==> config.mk <==
export PLATFORM = sky130hd
export DESIGN_NAME = smfr_merge
export DESIGN_NICKNAME = d
export VERILOG_FILES = /design/src/rtl/smfr_pkg.sv /design/src/rtl/smfr_merge.sv
export SDC_FILE = /design/constraint.sdc
export NUM_CORES = 1
export LEC_CHECK = 0
export ABC_AREA = 1
export BUFFER_PORTS_ARGS = -buffer_cell sky130_fd_sc_hd__clkbuf_2
export CORE_MARGIN = 8
export CORE_UTILIZATION = 36
export CTS_CLUSTER_SIZE = 8
export DETAILED_ROUTE_END_ITERATION = 7
export PLACE_DENSITY = 0.74
export SETUP_SLACK_MARGIN = 0.3
export SLEW_MARGIN = 20
export SYNTH_ARGS = -nofsm -noshare
export SYNTH_HDL_FRONTEND = slang
export SYNTH_SLANG_ARGS = --single-unit
==> constraint.sdc <==
create_clock -name clk -period 0.8 [get_ports clk]
set_input_delay 0 -clock clk [delete_from_list [all_inputs] [get_ports clk]]
set_output_delay 0 -clock clk [all_outputs]
set_load 0.1 [all_outputs]
==> src/rtl/smfr_pkg.sv <==
// Shared types, constants and saturation helper for the stereo multitap reverb.
`timescale 1ns / 1ps

package smfr_pkg;

  localparam int SAMPLE_BITS = 24;
  localparam int TAP_W       = 17;
  localparam int FB_W        = 16;
  localparam int GAIN_W      = 17;
  localparam int FBP_W       = 32;
  localparam int NUM_TAPS    = 4;
  localparam int NUM_REGS    = 7;
  localparam int CFG_IDX_W   = 3;
  localparam int CFG_DATA_W  = 17;
  localparam int SAT_W       = SAMPLE_BITS + 3;

  localparam logic [GAIN_W-1:0] GAIN_ONE     = GAIN_W'(65536);
  localparam logic [FB_W-1:0]   FEEDBACK_MAX = FB_W'(62259);

  localparam int TAP_RESET [NUM_TAPS] = '{1392, 2064, 3408, 5424};

  localparam logic [CFG_IDX_W-1:0] REG_TAP_DELAY_1  = 3'd0;
  localparam logic [CFG_IDX_W-1:0] REG_TAP_DELAY_2  = 3'd1;
  localparam logic [CFG_IDX_W-1:0] REG_TAP_DELAY_3  = 3'd2;
  localparam logic [CFG_IDX_W-1:0] REG_TAP_DELAY_4  = 3'd3;
  localparam logic [CFG_IDX_W-1:0] REG_FEEDBACK     = 3'd4;
  localparam logic [CFG_IDX_W-1:0] REG_WET          = 3'd5;
  localparam logic [CFG_IDX_W-1:0] REG_DAMPING      = 3'd6;

  localparam logic signed [SAMPLE_BITS-1:0] SAMPLE_MAX = {1'b0, {(SAMPLE_BITS-1){1'b1}}};
  localparam logic signed [SAMPLE_BITS-1:0] SAMPLE_MIN = {1'b1, {(SAMPLE_BITS-1){1'b0}}};

  typedef struct packed {
    logic signed [SAMPLE_BITS-1:0] left_in;
    logic signed [SAMPLE_BITS-1:0] right_in;
    logic                          block_end;
  } in_item_t;

  typedef struct packed {
    logic signed [SAMPLE_BITS-1:0] left_out;
    logic signed [SAMPLE_BITS-1:0] right_out;
    logic                          block_end_out;
  } out_item_t;

  // Per-cycle strobes from the sequencer to both lanes
  typedef struct packed {
    logic load;
    logic rd_en;
    logic rd_live;
    logic acc_en;
    logic acc_first;
    logic mul_en;
    logic wr_en;
  } lane_ctrl_t;

  // Clamped gains shared by the lanes
  typedef struct packed {
    logic [FBP_W-1:0]  fb_prod;
    logic [GAIN_W-1:0] wet;
    logic [GAIN_W-1:0] dry;
  } gain_t;

  function automatic logic signed [SAMPLE_BITS-1:0] sat_sample(
    input logic signed [SAT_W-1:0] v
  );
    logic signed [SAT_W-1:0] hi;
    logic signed [SAT_W-1:0] lo;
    hi = SAT_W'(SAMPLE_MAX);
    lo = SAT_W'(SAMPLE_MIN);
    if (v > hi) begin
      return SAMPLE_MAX;
    end else if (v < lo) begin
      return SAMPLE_MIN;
    end else begin
      return v[SAMPLE_BITS-1:0];
    end
  endfunction

endpackage

==> src/rtl/smfr_merge.sv <==
// Merge stage: joins both lanes' results into one output item and holds it.
`timescale 1ns / 1ps

module smfr_merge (
  input  logic                                    clk,
  input  logic                                    rst_n,
  input  logic                                    done,
  input  logic signed [smfr_pkg::SAMPLE_BITS-1:0] left_res,
  input  logic signed [smfr_pkg::SAMPLE_BITS-1:0] right_res,
  input  logic                                    block_end_q,
  output logic                                    slot_free,
  output logic                                    out_valid,
  input  logic                                    out_stall,
  output smfr_pkg::out_item_t                     out_data
);
  import smfr_pkg::*;

  logic      out_valid_r;
  out_item_t out_data_r;

  assign slot_free = !out_valid_r || !out_stall;

  always_ff @(posedge clk) begin
    if (!rst_n) begin
      out_valid_r <= 1'b0;
    end else if (done) begin
      out_valid_r <= 1'b1;
    end else if (!out_stall) begin
      out_valid_r <= 1'b0;
    end
  end

  always_ff @(posedge clk) begin
    if (done) begin
      out_data_r.left_out      <= left_res;
      out_data_r.right_out     <= right_res;
      out_data_r.block_end_out <= block_end_q;
    end
  end

  assign out_valid = out_valid_r;
  assign out_data  = out_data_r;

endmodule

Word level (Yosys, flattened, before mapping) --
Index checks and enable logic that the tools add are counted.
Storage, ports and cells: bits in latches 0, bits in read-only memories 0, register bits 50, memories kept 0, RAM bits 0
Cells by class: mux-type cells 2, equal/unequal tests 1, $add $sub $neg 0, reductions and logical operators 3, bitwise operators 0, shift operators 0, divide/modulo/power cells 0, $mul 0, $lt $le $gt $ge 0
Operator list (count):
- logical NOT 1 bit | 2
- two-way mux 1 bit | 2
- inequality test 2 bit (second input constant) | 1
- logical OR 1 bit | 1

Longest topological paths before layout --
depth in word-level cells 2, depth in mapped cells 2, depth with buffers taken out 2

Least setup slack after synthesis --
OpenSTA, ideal clock, no wires.
path kind flip-flop to flip-flop, start register out_valid (netlist name), end register out_valid_r, in the netlist out_valid, setup slack -1.056 ns, data arrival time 1.783 ns, buffers on the path 0, stages on the path, launching flop included 3, data required time 0.727 ns, clock period less this slack 1.856 ns, library setup time 0.073 ns, cell sequence dfxtp_1 -> nand2_2 -> a21oi_2
RTL lines:
- to (signal assigned) | RTL line smfr_merge.sv:25 | out_valid_r <= 1'b0;
- to (signal assigned) | RTL line smfr_merge.sv:27 | out_valid_r <= 1'b1;
- to (signal assigned) | RTL line smfr_merge.sv:29 | out_valid_r <= 1'b0;
- to (decl) | RTL line smfr_merge.sv:18 | logic out_valid_r;

Worst setup path after layout --
start register out_data_r (netlist bit out_data[13]), end output port out_data[13] (netlist bit)
RTL lines:
- from (decl) | RTL line smfr_merge.sv:19 | out_item_t out_data_r;
- to (decl) | RTL line smfr_merge.sv:14 | output smfr_pkg::out_item_t out_data
No word-level cell between the ends.

==> flow_summary.json <==
{
  "grt_pass1_wl_um": 6561,
  "fin_crit_ns": 0.9753,
  "critical_path.endpoint_type": "output pin",
  "hold_class": "in -> reg",
  "core_um2": 4029,
  "reg2regPathDepth": 3,
  "crit_buf_inv": 1,
  "hold_path_end": "out_data[0]$_DFFE_PP_",
  "syn2layout_area_growth_pct": 102.1,
  "cp_cell_sequence": "buf_12",
  "pin_count": 104,
  "post-route-util_pct": 75.93,
  "pre_cts_ws_ns": 0.1067,
  "clock-sinks": 50,
  "min_delay_path_depth": 1,
  "synth.area.top_cells": "edfxtp_1 97%, dfxtp_1 1.3%, a21oi_2 0.58%",
  "cts_tree": "done",
  "grt_pass1_vias": 1157,
  "drtIter0Drc": 53,
  "initial_core_util_pct": 37.58,
  "cts_root_buffer": "clkbuf_8",
  "cts.htree.levels": 2,
  "tightest_slew_ns": 0.1832,
  "cts_buffers": 5,
  "slowest_stage": "edfxtp_1",
  "holdWs_ns": -0.1266,
  "die_area_um2": 6537,
  "ys_ff_latch": 50,
  "path_clk_slew_ns": 0.09,
  "place_hpwl_um": 3664,
  "n_antenna_cell": 0,
  "grt_usage_pct": 14.03,
  "layout_commonest_cell": "buf_12",
  "drv_cap": 0,
  "rows": 23,
  "vias": 932,
  "ys_seq_area_share_pct": 98.51,
  "gp_congestion": 0.6919,
  "p_leak_nw": 1.291,
  "finClkSkew_ns": 0,
  "worstSetupPathType": "reg -> out",
  "insertion_delay_ns": 0.29,
  "syn_area_um2": 1514,
  "r2r_slack_ns": 0.06,
  "status": "finished, violations left",
  "grt_overflow": 0,
  "cp.required_ns": 0.80,
  "netlist_instances": 54,
  "critPathArrivalTime_ns": 0.98,
  "drive_gt1_share_pct": 69.05,
  "hp-start": "block_end_q",
  "powerDensity_nw_per_um2": 2567,
  "routedWlPerCell_um": 20.26,
  "relSlewSlack_pct": 87.81,
  "port-buffer-count": 103,
  "postSynthAreaPerCell_um2": 28.04,
  "max-clock-path-buffers": 2,
  "vias_per_cell": 4.275,
  "nNetsFinal": 220,
  "drt-pass1-iter-count": 4,
  "rr_endpoint": "out_valid$_SDFFE_PN0P_",
  "rsz0062_at_grt": "yes",
  "die_x_um": 80.85,
  "wirelength_um": 4416,
  "grt_max_degree": 34,
  "drcViolationCount": 0,
  "layout_setup_ws_ns": -0.1753,
  "critPathMaxStageDelay_ns": 0.47,
  "yosysUniqueCellTypes": 5,
  "cp-start-kind": "register",
  "fin_crit_sh_pct": 121.9,
  "grt_antenna_before_repair": 0,
  "cpLargestDelayFamily": "flip-flops",
  "crit_fanout": 1,
  "yosysWarnings": 0,
  "fill_cells": 222,
  "synth_top_area_share_pct": 97.19,
  "violations": "hold timing, setup timing",
  "hold_viol": 50,
  "setup_viol": 51,
  "ir_worst_vdd_mv": 1.667,
  "die_h_um": 80.85,
  "timing.rr.start": "out_valid$_SDFFE_PN0P_",
  "slew_viol_final": 0,
  "layout_common_cells": "53 x buf_12, 52 x clkbuf_2, 49 x edfxtp_1",
  "yosys.area.top_type": "edfxtp_1",
  "syn_nets": 107,
  "fmax_mhz": 1025,
  "ant_nets": 0
}
-- cells in the mapped netlist --
| library cell | number |
|---|---|
| edfxtp_1 | 49 |
| a21oi_2 | 1 |
| inv_1 | 2 |
| dfxtp_1 | 1 |
| nand2_2 | 1 |
-- report_power, final --
part           leakage, nW  switching, W  total (W)  internal [W]
clock network       0.0658      0.000784    0.00202       0.00124
registers            0.488      0.000174    0.00329       0.00311
logic                0.736       0.00168    0.00255      0.000863
-- stage by stage --
stage               total power, W  std cells  setup TNS [ns]  area [µm²]
global route              0.008065        218          -7.282        3059
global placement          0.005858        209               0        2915
detailed placement        0.005906        209               0        2915
finish                    0.007854        218          -5.589        3059
CTS                       0.007917        218          -6.293        3059
floorplan                 0.004727         54          -5.241        1531
-- sequential cells by signal (all words and copies together) (netlist names) --
signal	cells
out_data	49
out_valid	1
-- metal layers --
layer / part of all wire [%] / vias to the layer above / track usage (%)
met5: 0 / - / 0
met4: 1.3 / 0 / 5.536
met3: 16 / 6 / 9.603
met2: 51 / 70 / 22.85
met1: 32 / 420 / 13.74
li1: - / 436 / -
-- cell type report --
type / instances / area, µm² / area share, %
clock inverters: 3 / 63.81 / 2.086
well taps: 50 / 62.56 / 2.045
clock buffers: 5 / 68.82 / 2.249
multi-input cells: 2 / 28.78 / 0.9407
inverters: 2 / 7.507 / 0.2454
flip-flops and latches: 50 / 1495 / 48.88
repair buffers: 106 / 1333 / 43.56
-- worst max path at each step --
stage               depth (start not counted)  slack (ns)              startpoint                endpoint
finish                                      1       -0.18  out_data[13]$_DFFE_PP_            out_data[13]
CTS                                         1       -0.15   out_data[8]$_DFFE_PP_             out_data[8]
global placement                            2        0.14                    done  out_data[45]$_DFFE_PP_
global route                                1       -0.21  out_data[13]$_DFFE_PP_            out_data[13]
detailed placement                          2        0.11                    done  out_data[28]$_DFFE_PP_
floorplan                                   2       -0.14  out_valid$_SDFFE_PN0P_  out_valid$_SDFFE_PN0P_
-- cells by family (layout without fill, tap and decap cells) --
group	Yosys count	in the layout	share of synthesized area, %
AOI/OAI and AO/OA	1	1	0.5786
and+or+nand+nor	1	1	0.4135
DFF	50	50	98.51
buffers and inverters	2	116	0.4961
-- repair_timing --
item | CTS | global route
setup buffers | 1 | 0
gates resized for setup | 1 | 0
endpoints found under the hold margin | 50 | 50
pin swaps | 2 | 1
endpoints found under the setup margin | 52 | 52
(Power assumes the default switching activity.)
