==> config.mk <==
export PLATFORM = sky130hd
export DESIGN_NAME = smfr_seq
export DESIGN_NICKNAME = d
export VERILOG_FILES = /design/src/rtl/smfr_pkg.sv /design/src/rtl/smfr_seq.sv
export SDC_FILE = /design/constraint.sdc
export NUM_CORES = 1
export LEC_CHECK = 0
export ABC_CLOCK_PERIOD_IN_PS = 24000
export BUFFER_PORTS_ARGS = -buffer_cell sky130_fd_sc_hd__buf_2
export CAP_MARGIN = 20
export CORE_AREA = 3 3 219 221
export CTS_CLUSTER_SIZE = 25
export DETAILED_ROUTE_END_ITERATION = 10
export DIE_AREA = 0 0 222 224
export SLEW_MARGIN = 20
export SYNTH_ARGS = -nofsm -noshare
export SYNTH_HDL_FRONTEND = slang
export SYNTH_SLANG_ARGS = --single-unit
==> constraint.sdc <==
create_clock -name clk -period 24 [get_ports clk]
set_input_delay 4.8 -clock clk [delete_from_list [all_inputs] [get_ports clk]]
set_output_delay 4.8 -clock clk [all_outputs]
set_load 0.02 [all_outputs]
==> src/rtl/smfr_pkg.sv <==
// Shared types, constants and saturation helper for the stereo multitap reverb.
`timescale 1ns / 1ps

package smfr_pkg;

  localparam int SAMPLE_BITS = 24;
  localparam int TAP_W       = 17;
  localparam int FB_W        = 16;
  localparam int GAIN_W      = 17;
  localparam int FBP_W       = 32;
  localparam int NUM_TAPS    = 4;
  localparam int NUM_REGS    = 7;
  localparam int CFG_IDX_W   = 3;
  localparam int CFG_DATA_W  = 17;
  localparam int SAT_W       = SAMPLE_BITS + 3;

  localparam logic [GAIN_W-1:0] GAIN_ONE     = GAIN_W'(65536);
  localparam logic [FB_W-1:0]   FEEDBACK_MAX = FB_W'(62259);

  localparam int TAP_RESET [NUM_TAPS] = '{1392, 2064, 3408, 5424};

  localparam logic [CFG_IDX_W-1:0] REG_TAP_DELAY_1  = 3'd0;
  localparam logic [CFG_IDX_W-1:0] REG_TAP_DELAY_2  = 3'd1;
  localparam logic [CFG_IDX_W-1:0] REG_TAP_DELAY_3  = 3'd2;
  localparam logic [CFG_IDX_W-1:0] REG_TAP_DELAY_4  = 3'd3;
  localparam logic [CFG_IDX_W-1:0] REG_FEEDBACK     = 3'd4;
  localparam logic [CFG_IDX_W-1:0] REG_WET          = 3'd5;
  localparam logic [CFG_IDX_W-1:0] REG_DAMPING      = 3'd6;

  localparam logic signed [SAMPLE_BITS-1:0] SAMPLE_MAX = {1'b0, {(SAMPLE_BITS-1){1'b1}}};
  localparam logic signed [SAMPLE_BITS-1:0] SAMPLE_MIN = {1'b1, {(SAMPLE_BITS-1){1'b0}}};

  typedef struct packed {
    logic signed [SAMPLE_BITS-1:0] left_in;
    logic signed [SAMPLE_BITS-1:0] right_in;
    logic                          block_end;
  } in_item_t;

  typedef struct packed {
    logic signed [SAMPLE_BITS-1:0] left_out;
    logic signed [SAMPLE_BITS-1:0] right_out;
    logic                          block_end_out;
  } out_item_t;

  // Per-cycle strobes from the sequencer to both lanes
  typedef struct packed {
    logic load;
    logic rd_en;
    logic rd_live;
    logic acc_en;
    logic acc_first;
    logic mul_en;
    logic wr_en;
  } lane_ctrl_t;

  // Clamped gains shared by the lanes
  typedef struct packed {
    logic [FBP_W-1:0]  fb_prod;
    logic [GAIN_W-1:0] wet;
    logic [GAIN_W-1:0] dry;
  } gain_t;

  function automatic logic signed [SAMPLE_BITS-1:0] sat_sample(
    input logic signed [SAT_W-1:0] v
  );
    logic signed [SAT_W-1:0] hi;
    logic signed [SAT_W-1:0] lo;
    hi = SAT_W'(SAMPLE_MAX);
    lo = SAT_W'(SAMPLE_MIN);
    if (v > hi) begin
      return SAMPLE_MAX;
    end else if (v < lo) begin
      return SAMPLE_MIN;
    end else begin
      return v[SAMPLE_BITS-1:0];
    end
  endfunction

endpackage

==> src/rtl/smfr_seq.sv <==
// Sequencer: configuration registers, write pointer, tap addressing and item control.
`timescale 1ns / 1ps

module smfr_seq #(
  parameter int DELAY_DEPTH = 131072
) (
  input  logic                               clk,
  input  logic                               rst_n,
  input  logic                               in_valid,
  output logic                               in_stall,
  input  logic                               in_block_end,
  input  logic                               cfg_we,
  input  logic [smfr_pkg::CFG_IDX_W-1:0]     cfg_index,
  input  logic [smfr_pkg::CFG_DATA_W-1:0]    cfg_data,
  input  logic                               slot_free,
  output smfr_pkg::lane_ctrl_t               ctl,
  output logic [$clog2(DELAY_DEPTH)-1:0]     mem_addr,
  output smfr_pkg::gain_t                    gains,
  output logic                               done,
  output logic                               block_end_q
);
  import smfr_pkg::*;

  localparam int AW        = $clog2(DELAY_DEPTH);
  localparam int RED_STEPS = (DELAY_DEPTH >= (1 << TAP_W)) ? 1 :
                             $clog2(((1 << TAP_W) + DELAY_DEPTH - 1) / DELAY_DEPTH) + 1;
  localparam int RW        = AW + RED_STEPS;

  typedef enum logic [2:0] {
    S_IDLE,
    S_RD,
    S_ACC,
    S_MUL,
    S_WR
  } state_t;

  state_t            state_r, state_nxt;
  logic              ready_r;
  logic [1:0]        cnt_r, cnt_nxt;
  logic [AW-1:0]     wp_r, wp_nxt;
  logic              wrapped_r, wrapped_nxt;
  logic              be_r;
  logic [AW-1:0]     tap_r [NUM_TAPS];
  logic [FB_W-1:0]   fb_r;
  logic [GAIN_W-1:0] wet_r;
  logic [GAIN_W-1:0] damp_r;
  gain_t             gains_r;
  logic [RW-1:0]     red_v;
  logic [AW-1:0]     cfg_dist;
  logic [1:0]        tap_sel;
  logic [AW-1:0]     tap_d;
  logic [AW:0]       diff;
  logic [AW-1:0]     tap_addr;
  logic              accept;
  logic [FB_W-1:0]   fb_c;
  logic [GAIN_W-1:0] wet_c;
  logic [GAIN_W-1:0] keep_c;

  assign accept   = in_valid && ready_r;
  assign in_stall = !ready_r;

  // Reduce a written tap distance modulo the store depth by shifted compare-subtract
  always_comb begin
    red_v = RW'(cfg_data[TAP_W-1:0]);
    for (int k = RED_STEPS - 1; k >= 0; k--) begin
      if (red_v >= (RW'(DELAY_DEPTH) << k)) begin
        red_v = red_v - (RW'(DELAY_DEPTH) << k);
      end
    end
  end
  assign cfg_dist = red_v[AW-1:0];

  always_ff @(posedge clk) begin
    if (!rst_n) begin
      for (int k = 0; k < NUM_TAPS; k++) begin
        tap_r[k] <= AW'(TAP_RESET[k] % DELAY_DEPTH);
      end
      fb_r   <= '0;
      wet_r  <= '0;
      damp_r <= '0;
    end else if (cfg_we) begin
      case (cfg_index)
        REG_TAP_DELAY_1: tap_r[0] <= cfg_dist;
        REG_TAP_DELAY_2: tap_r[1] <= cfg_dist;
        REG_TAP_DELAY_3: tap_r[2] <= cfg_dist;
        REG_TAP_DELAY_4: tap_r[3] <= cfg_dist;
        REG_FEEDBACK:    fb_r     <= cfg_data[FB_W-1:0];
        REG_WET:         wet_r    <= cfg_data[GAIN_W-1:0];
        REG_DAMPING:     damp_r   <= cfg_data[GAIN_W-1:0];
        default: ;
      endcase
    end
  end

  assign fb_c   = (fb_r > FEEDBACK_MAX) ? FEEDBACK_MAX : fb_r;
  assign wet_c  = (wet_r > GAIN_ONE) ? GAIN_ONE : wet_r;
  assign keep_c = GAIN_ONE - ((damp_r > GAIN_ONE) ? GAIN_ONE : damp_r);

  // Fold damping into feedback once so each lane needs a single multiply
  always_ff @(posedge clk) begin
    gains_r.fb_prod <= FBP_W'(keep_c) * FBP_W'(fb_c);
    gains_r.wet     <= wet_c;
    gains_r.dry     <= GAIN_ONE - wet_c;
  end
  assign gains = gains_r;

  // Tap address behind the write pointer, wrapped into the store
  assign tap_sel  = (state_r == S_IDLE) ? 2'd0 : cnt_r;
  assign tap_d    = tap_r[tap_sel];
  assign diff     = {1'b0, wp_r} - {1'b0, tap_d};
  assign tap_addr = diff[AW] ? AW'(diff + (AW+1)'(DELAY_DEPTH)) : diff[AW-1:0];
  assign mem_addr = (state_r == S_WR) ? wp_r : tap_addr;

  always_comb begin
    state_nxt   = state_r;
    cnt_nxt     = cnt_r;
    wp_nxt      = wp_r;
    wrapped_nxt = wrapped_r;
    ctl         = '0;
    done        = 1'b0;
    case (state_r)
      S_IDLE: begin
        if (accept) begin
          ctl.load  = 1'b1;
          ctl.rd_en = 1'b1;
          cnt_nxt   = 2'd1;
          state_nxt = S_RD;
        end
      end
      S_RD: begin
        ctl.rd_en     = 1'b1;
        ctl.acc_en    = 1'b1;
        ctl.acc_first = (cnt_r == 2'd1);
        if (cnt_r == 2'd3) begin
          state_nxt = S_ACC;
        end else begin
          cnt_nxt = cnt_r + 2'd1;
        end
      end
      S_ACC: begin
        ctl.acc_en = 1'b1;
        state_nxt  = S_MUL;
      end
      S_MUL: begin
        ctl.mul_en = 1'b1;
        state_nxt  = S_WR;
      end
      S_WR: begin
        // Hold until the output register can take the item
        if (slot_free) begin
          ctl.wr_en = 1'b1;
          done      = 1'b1;
          state_nxt = S_IDLE;
          if (wp_r == AW'(DELAY_DEPTH - 1)) begin
            wp_nxt      = '0;
            wrapped_nxt = 1'b1;
          end else begin
            wp_nxt = wp_r + AW'(1);
          end
        end
      end
      default: state_nxt = S_IDLE;
    endcase
    ctl.rd_live = wrapped_r || (tap_addr < wp_r);
  end

  always_ff @(posedge clk) begin
    if (!rst_n) begin
      state_r   <= S_IDLE;
      ready_r   <= 1'b0;
      cnt_r     <= '0;
      wp_r      <= '0;
      wrapped_r <= 1'b0;
    end else begin
      state_r   <= state_nxt;
      ready_r   <= (state_nxt == S_IDLE);
      cnt_r     <= cnt_nxt;
      wp_r      <= wp_nxt;
      wrapped_r <= wrapped_nxt;
    end
  end

  always_ff @(posedge clk) begin
    if (accept) begin
      be_r <= in_block_end;
    end
  end
  assign block_end_q = be_r;

endmodule

# [Yosys cells after proc, flatten, opt, wreduce, memory -nomap -nowiden]
# Memory sizes are Yosys's and may differ from the RTL's.
# Index checks and enable logic that the tools add are counted.
[totals] ramBits=68 mem_count=1 ff_bits=141 in_bits=26
[classes] mul=1 reduce_logical=14 add_sub_neg=6 eq_ne=15 muxes=43 bitwise_logic=4 magnitude_cmp=4
[memory_table] name="tap_r" depth=4 width=17 rd=1 rd_ports_with_merged_regs=0 wr=4 line_no="smfr_seq.sv:43" rtl="logic [AW-1:0] tap_r [NUM_TAPS];"
[ops] operator="two-way mux 17 bit" n=9
[ops] operator="adder 17 x 1 -> 17 bit (second input constant)" n=2
[ops] operator="> comparator 17 bit (second input constant)" n=2
[ops] operator="subtractor 17 bit (first input constant)" n=2
[ops] operator="multiplier 17 x 16 -> 32 bit" n=1
[ops] operator="two-way mux 1 bit" n=23
[ops] operator="subtractor 17 x 17 -> 18 bit" n=1
[ops] operator="equality test 17 bit (second input constant)" n=1
[ops] operator="< comparator 17 bit" n=1
[ops] operator="> comparator 16 bit (second input constant)" n=1
[ops] operator="two-way mux 16 bit" n=1
[ops] operator="one-hot mux 3 bit (5 select lines)" n=1
[ops] operator="equality test 3 x 2 -> 1 bit (second input constant)" n=4
[ops] operator="equality test 3 bit (second input constant)" n=4
[ops] operator="zero test 3 bit" n=3
[ops] operator="two-way mux 3 bit" n=3
[ops] operator="two-way mux 2 bit" n=4
[ops] operator="AND reduction 2 bit" n=4
[ops] operator="equality test 3 x 1 -> 1 bit (second input constant)" n=2
[ops] operator="AND reduction 3 bit" n=2
[ops] operator="inequality test 2 bit (second input constant)" n=2
[ops] operator="bitwise OR 1 bit" n=4
[ops] operator="one-hot mux 2 bit (2 select lines)" n=1
[ops] operator="adder 2 x 1 -> 2 bit (second input constant)" n=1
[ops] operator="other kinds (8)" n=8

# [Longest topological paths before layout]
# An unclocked memory read counts as a cell.
[logic_depth] ltp_word=8 depth_mapped=34

# [Worst setup path before layout]
# OpenSTA, ideal clock, no wires.
[synth_path] kind="input to output" from="input slot_free" to="output ctl[0] (netlist name)" stages=3 n_path_buf=2 slack_ns=13.616 arrival_time_ns=5.584 path_cell_list="and3_1 clkbuf_1 buf_4"
[synth_via] elab_chain_cells=2
[synth_rtl] item="from (decl)" line_no="smfr_seq.sv:15" rtl="input logic slot_free,"
[synth_rtl] item="two-way mux 1 bit (2 in a row)"
[synth_rtl] item="to (decl)" line_no="smfr_seq.sv:16" rtl="output smfr_pkg::lane_ctrl_t ctl,"
# No other way between the ends.

==> results_dict.tcl <==
set metrics [dict create \
    class_of_the_most_critical_hold_timing_path "flip-flop to flip-flop" \
    internal-power_mw 0.685 \
    maximum_number_of_pins_on_one_net_before_global_route_repair 68 \
    drc 0 \
    end_kind "output port" \
    total_leakage_power_nw 9.30 \
    switching_share_pct 30.5 \
    dominant_combinational_cell_family_by_area_after_synthesis "adder cells" \
    setup.worst_path.start "state_r[2]$_SDFF_PN0_" \
    finalWeightedCongestion 0.839 \
    ctsLongestPathBuffers 3 \
    synth_xor_xnor_area_share_pct 3.79 \
    nets 2505 \
    tritoncts_clock_tree "built" \
    synth_enable_flop_cells 69 \
    hold_violations 0 \
    ios 119 \
    worst_clock_skew_ps 13.7 \
    gr-total-overflow 0 \
    synth_mux_area_share_pct 0.522 \
    syn-cell-area_um2 18500 \
    cts-buffers-inserted 25 \
    finalCriticalPeriod_ps 10880 \
    count_of_port_buffers_added_during_placement 118 \
    drive_above_1_share_pct 9.17 \
    reg2reg_setup_slack_ps 14390 \
    first_iter_violations 840 \
    data_arrival_time_at_the_worst_slack_endpoint_ps 6080 \
    rr_endpoint "gains[65]$_DFF_P_" \
    synth.ff_latch_count 208 \
    ctsHoldBuffers 0 \
    finalWirelength_mm 45.7 \
    max-slew-margin-rel_pct 28.4 \
    max-vdd-ir-drop_mv 0.0558 \
    overall_die_width_um 222 \
    layout_worst_path_cycle_share_pct 45.4 \
    first_global_vias 14600 \
    n_antenna_cell 0 \
    route.detailed.wl_per_inst_um 16.6 \
    finalSetupViolCount 0 \
    cp_data_required_time_ps 19200 \
    clk_transition_reported_paths_ps 60 \
    synthCells 2064 \
    synthesized_area_fraction_occupied_by_adder_cells_pct 32.0 \
    final_cell_mix "sky130_fd_sc_hd__nand2_1 (337), sky130_fd_sc_hd__inv_1 (281), sky130_fd_sc_hd__fa_1 (208)" \
    fin_tns_setup_ps 0 \
    cts.sink_count 208 \
    initial_standard_cell_utilization_of_the_core_pct 39.8 \
    hold_path_depth 2 \
    worstSetupPathType "flip-flop to output port" \
    die-area_um2 49700 \
    post_route_antenna_net_violation_count 0 \
    number_of_gates_resized_after_cts 0 \
    synth-compound-area-share_pct 8.94 \
    rsz0062_at_grt "no" \
    synth_ff_type "sky130_fd_sc_hd__dfxtp_1" \
    max_cap_violations 0 \
    critical_path.max_fanout 18 \
    status "complete, no violations" \
    viasPerCell 5.05 \
    clock_tree.root_cell "sky130_fd_sc_hd__clkbuf_16" \
    num_vias 13900 \
    die_h_um 224 \
    area_delta_synth_final_pct 10.5 \
    fin_total_pwr_mw 0.985 \
    seqPwrFrac_pct 39.8 \
    synth_area_per_cell_um2 8.95 \
    worst_r2r_startpoint "damp_r[8]$_SDFFE_PN0P_" \
    power_switching_mw 0.300 \
    most_common_cell_after_layout_fill_and_taps_aside "sky130_fd_sc_hd__nand2_1" \
    post_cts_setup_repair_bufs 0 \
    layoutNonFillerInstCount 2756 \
    critical_path.endpoint "ctl[4]" \
    startpoint_type "flip-flop" \
    antenna_violations_before_repair 1 \
    drv_slew 0 \
    firstDrtPassIters 5 \
    cts_max_level 1 \
    fp.coreArea_um2 46400 \
    share_comb_of_total_power_pct 20.0 \
    grt_pass1_wl_mm 76.5 \
    std_cell_rows 79 \
    detailed_place_hpwl_mm 35.3 \
    clk_latency_ps 560 \
    timing.hold.ws_ps 481 \
    synth_fp_nets 2438 \
    placed_cells 2711 \
    achievable-frequency_ghz 0.0919 \
    netlist-cell-type-count 73 \
    power.share.clock_pct 40.1 \
    seq_area_frac_synth_pct 26.3 \
    tightestPinTransition_ps 1070 \
    fraction_of_registers_with_async_set_reset_pct 0 \
    post_synth_and_or_nand_nor_area_fraction_pct 20.7 \
    power.density_nw_per_um2 48.2 \
    yosys_warnings 0 \
    worst-r2r-cell-count 26 \
    grt.total_usage_pct 18.9 \
]
## cell families after synthesis
logic type | after synthesis
simple gates | 810
buf+inv | 371
fa+ha+maj | 348
compound gates | 239
flops | 208
xor+xnor | 79
mux | 9
## worst max-delay path: stages, from the launching register on
cell and delay, ps:
sky130_fd_sc_hd__dfxtp_1 520, sky130_fd_sc_hd__or3_1 600, sky130_fd_sc_hd__and2_1 600, sky130_fd_sc_hd__nand3_1 150, sky130_fd_sc_hd__o221ai_1 170, sky130_fd_sc_hd__ha_1 300, sky130_fd_sc_hd__nor2b_1 120, sky130_fd_sc_hd__o21ai_0 210
sky130_fd_sc_hd__a21boi_0 170, sky130_fd_sc_hd__o21a_1 220, sky130_fd_sc_hd__o41ai_2 520, sky130_fd_sc_hd__o21bai_1 120, sky130_fd_sc_hd__a21oi_1 210, sky130_fd_sc_hd__xnor2_1 180, sky130_fd_sc_hd__ha_1 280, sky130_fd_sc_hd__nor2b_1 130
sky130_fd_sc_hd__o21ai_0 160, sky130_fd_sc_hd__nand3_1 90, sky130_fd_sc_hd__a31oi_1 190, sky130_fd_sc_hd__o21ai_0 170, sky130_fd_sc_hd__a41oi_1 230, sky130_fd_sc_hd__buf_2 200
## power by group through the flow
| stage | logic, mW | registers (mW) | clock network, mW |
|---|---|---|---|
| 2_1_floorplan | 0.123 | 0.408 | 0 |
| 3_3_place_gp | 0.194 | 0.400 | 0 |
| 3_5_place_dp | 0.198 | 0.400 | 0 |
| 4_1_cts | 0.199 | 0.393 | 0.408 |
| 5_1_grt | 0.220 | 0.395 | 0.420 |
| 6_report | 0.197 | 0.392 | 0.395 |
## metrics by stage
step / instance area, um2 / setup slack (ps) / util, %
final: 20400 / 13120 / 44.0
after global routing: 20400 / 12640 / 44.0
after CTS: 20400 / 13140 / 44.0
after detailed placement: 19600 / 13600 / 42.2
after global placement: 19500 / 13620 / 42.2
after floorplan: 18500 / 13620 / -
## cells in the mapped netlist (all sizes together), types with 22 or more instances
library cell | n | area share [%]
nand2 | 337 | 6.8
inv | 281 | 5.7
fa | 208 | 23
nor2 | 153 | 3.1
ha | 140 | 9.5
dfxtp | 139 | 15
and2 | 137 | 4.6
clkbuf | 77 | 1.6
edfxtp | 69 | 11
xnor2 | 65 | 3.1
a21oi | 56 | 1.6
a21boi | 54 | 2.2
nand3 | 39 | 1.1
o21ai | 37 | 1.0
nor2b | 29 | 0.98
nand2b | 26 | 0.88
and3 | 23 | 0.78
nor3 | 22 | 0.60
## area by class of cell
type | count | area [um2]
fill | 4509 | 25900
multi-input combinational | 1485 | 12200
timing repair buffer | 129 | 673
clock inverter | 11 | 138
inverter | 282 | 1060
sequential | 208 | 4850
tap | 607 | 759
clock buffer | 34 | 721
## how the worst min path moves through the flow
stage / from / to / slack, ps
after floorplan: wet_r[16]$_SDFFE_PN0P_ / gains[25]$_DFF_P_ / 440
after global placement: fb_r[9]$_SDFFE_PN0P_ / fb_r[9]$_SDFFE_PN0P_ / 470
after detailed placement: damp_r[14]$_SDFFE_PN0P_ / damp_r[14]$_SDFFE_PN0P_ / 470
after CTS: damp_r[14]$_SDFFE_PN0P_ / damp_r[14]$_SDFFE_PN0P_ / 480
after global routing: wet_r[6]$_SDFFE_PN0P_ / wet_r[6]$_SDFFE_PN0P_ / 510
final: damp_r[14]$_SDFFE_PN0P_ / damp_r[14]$_SDFFE_PN0P_ / 480
## flip-flops by register name, summed over array words and instances, names as in the netlist
name and count:
damp_r 17, state_r 3, gains 65, wet_r 17, wrapped_r 1, ready_r 1
block_end_q 1, tap_r 68, cnt_r 2, fb_r 16, wp_r 17
## routing by layer
metal	vias to the layer above	global-route usage (%)	part of all wire (%)
met5	-	0	0
met4	0	5.43	2.8
met3	76	3.17	5.0
met2	305	32.1	48
met1	6848	24.9	44
li1	6700	-	-
(Power assumes the default switching activity.)
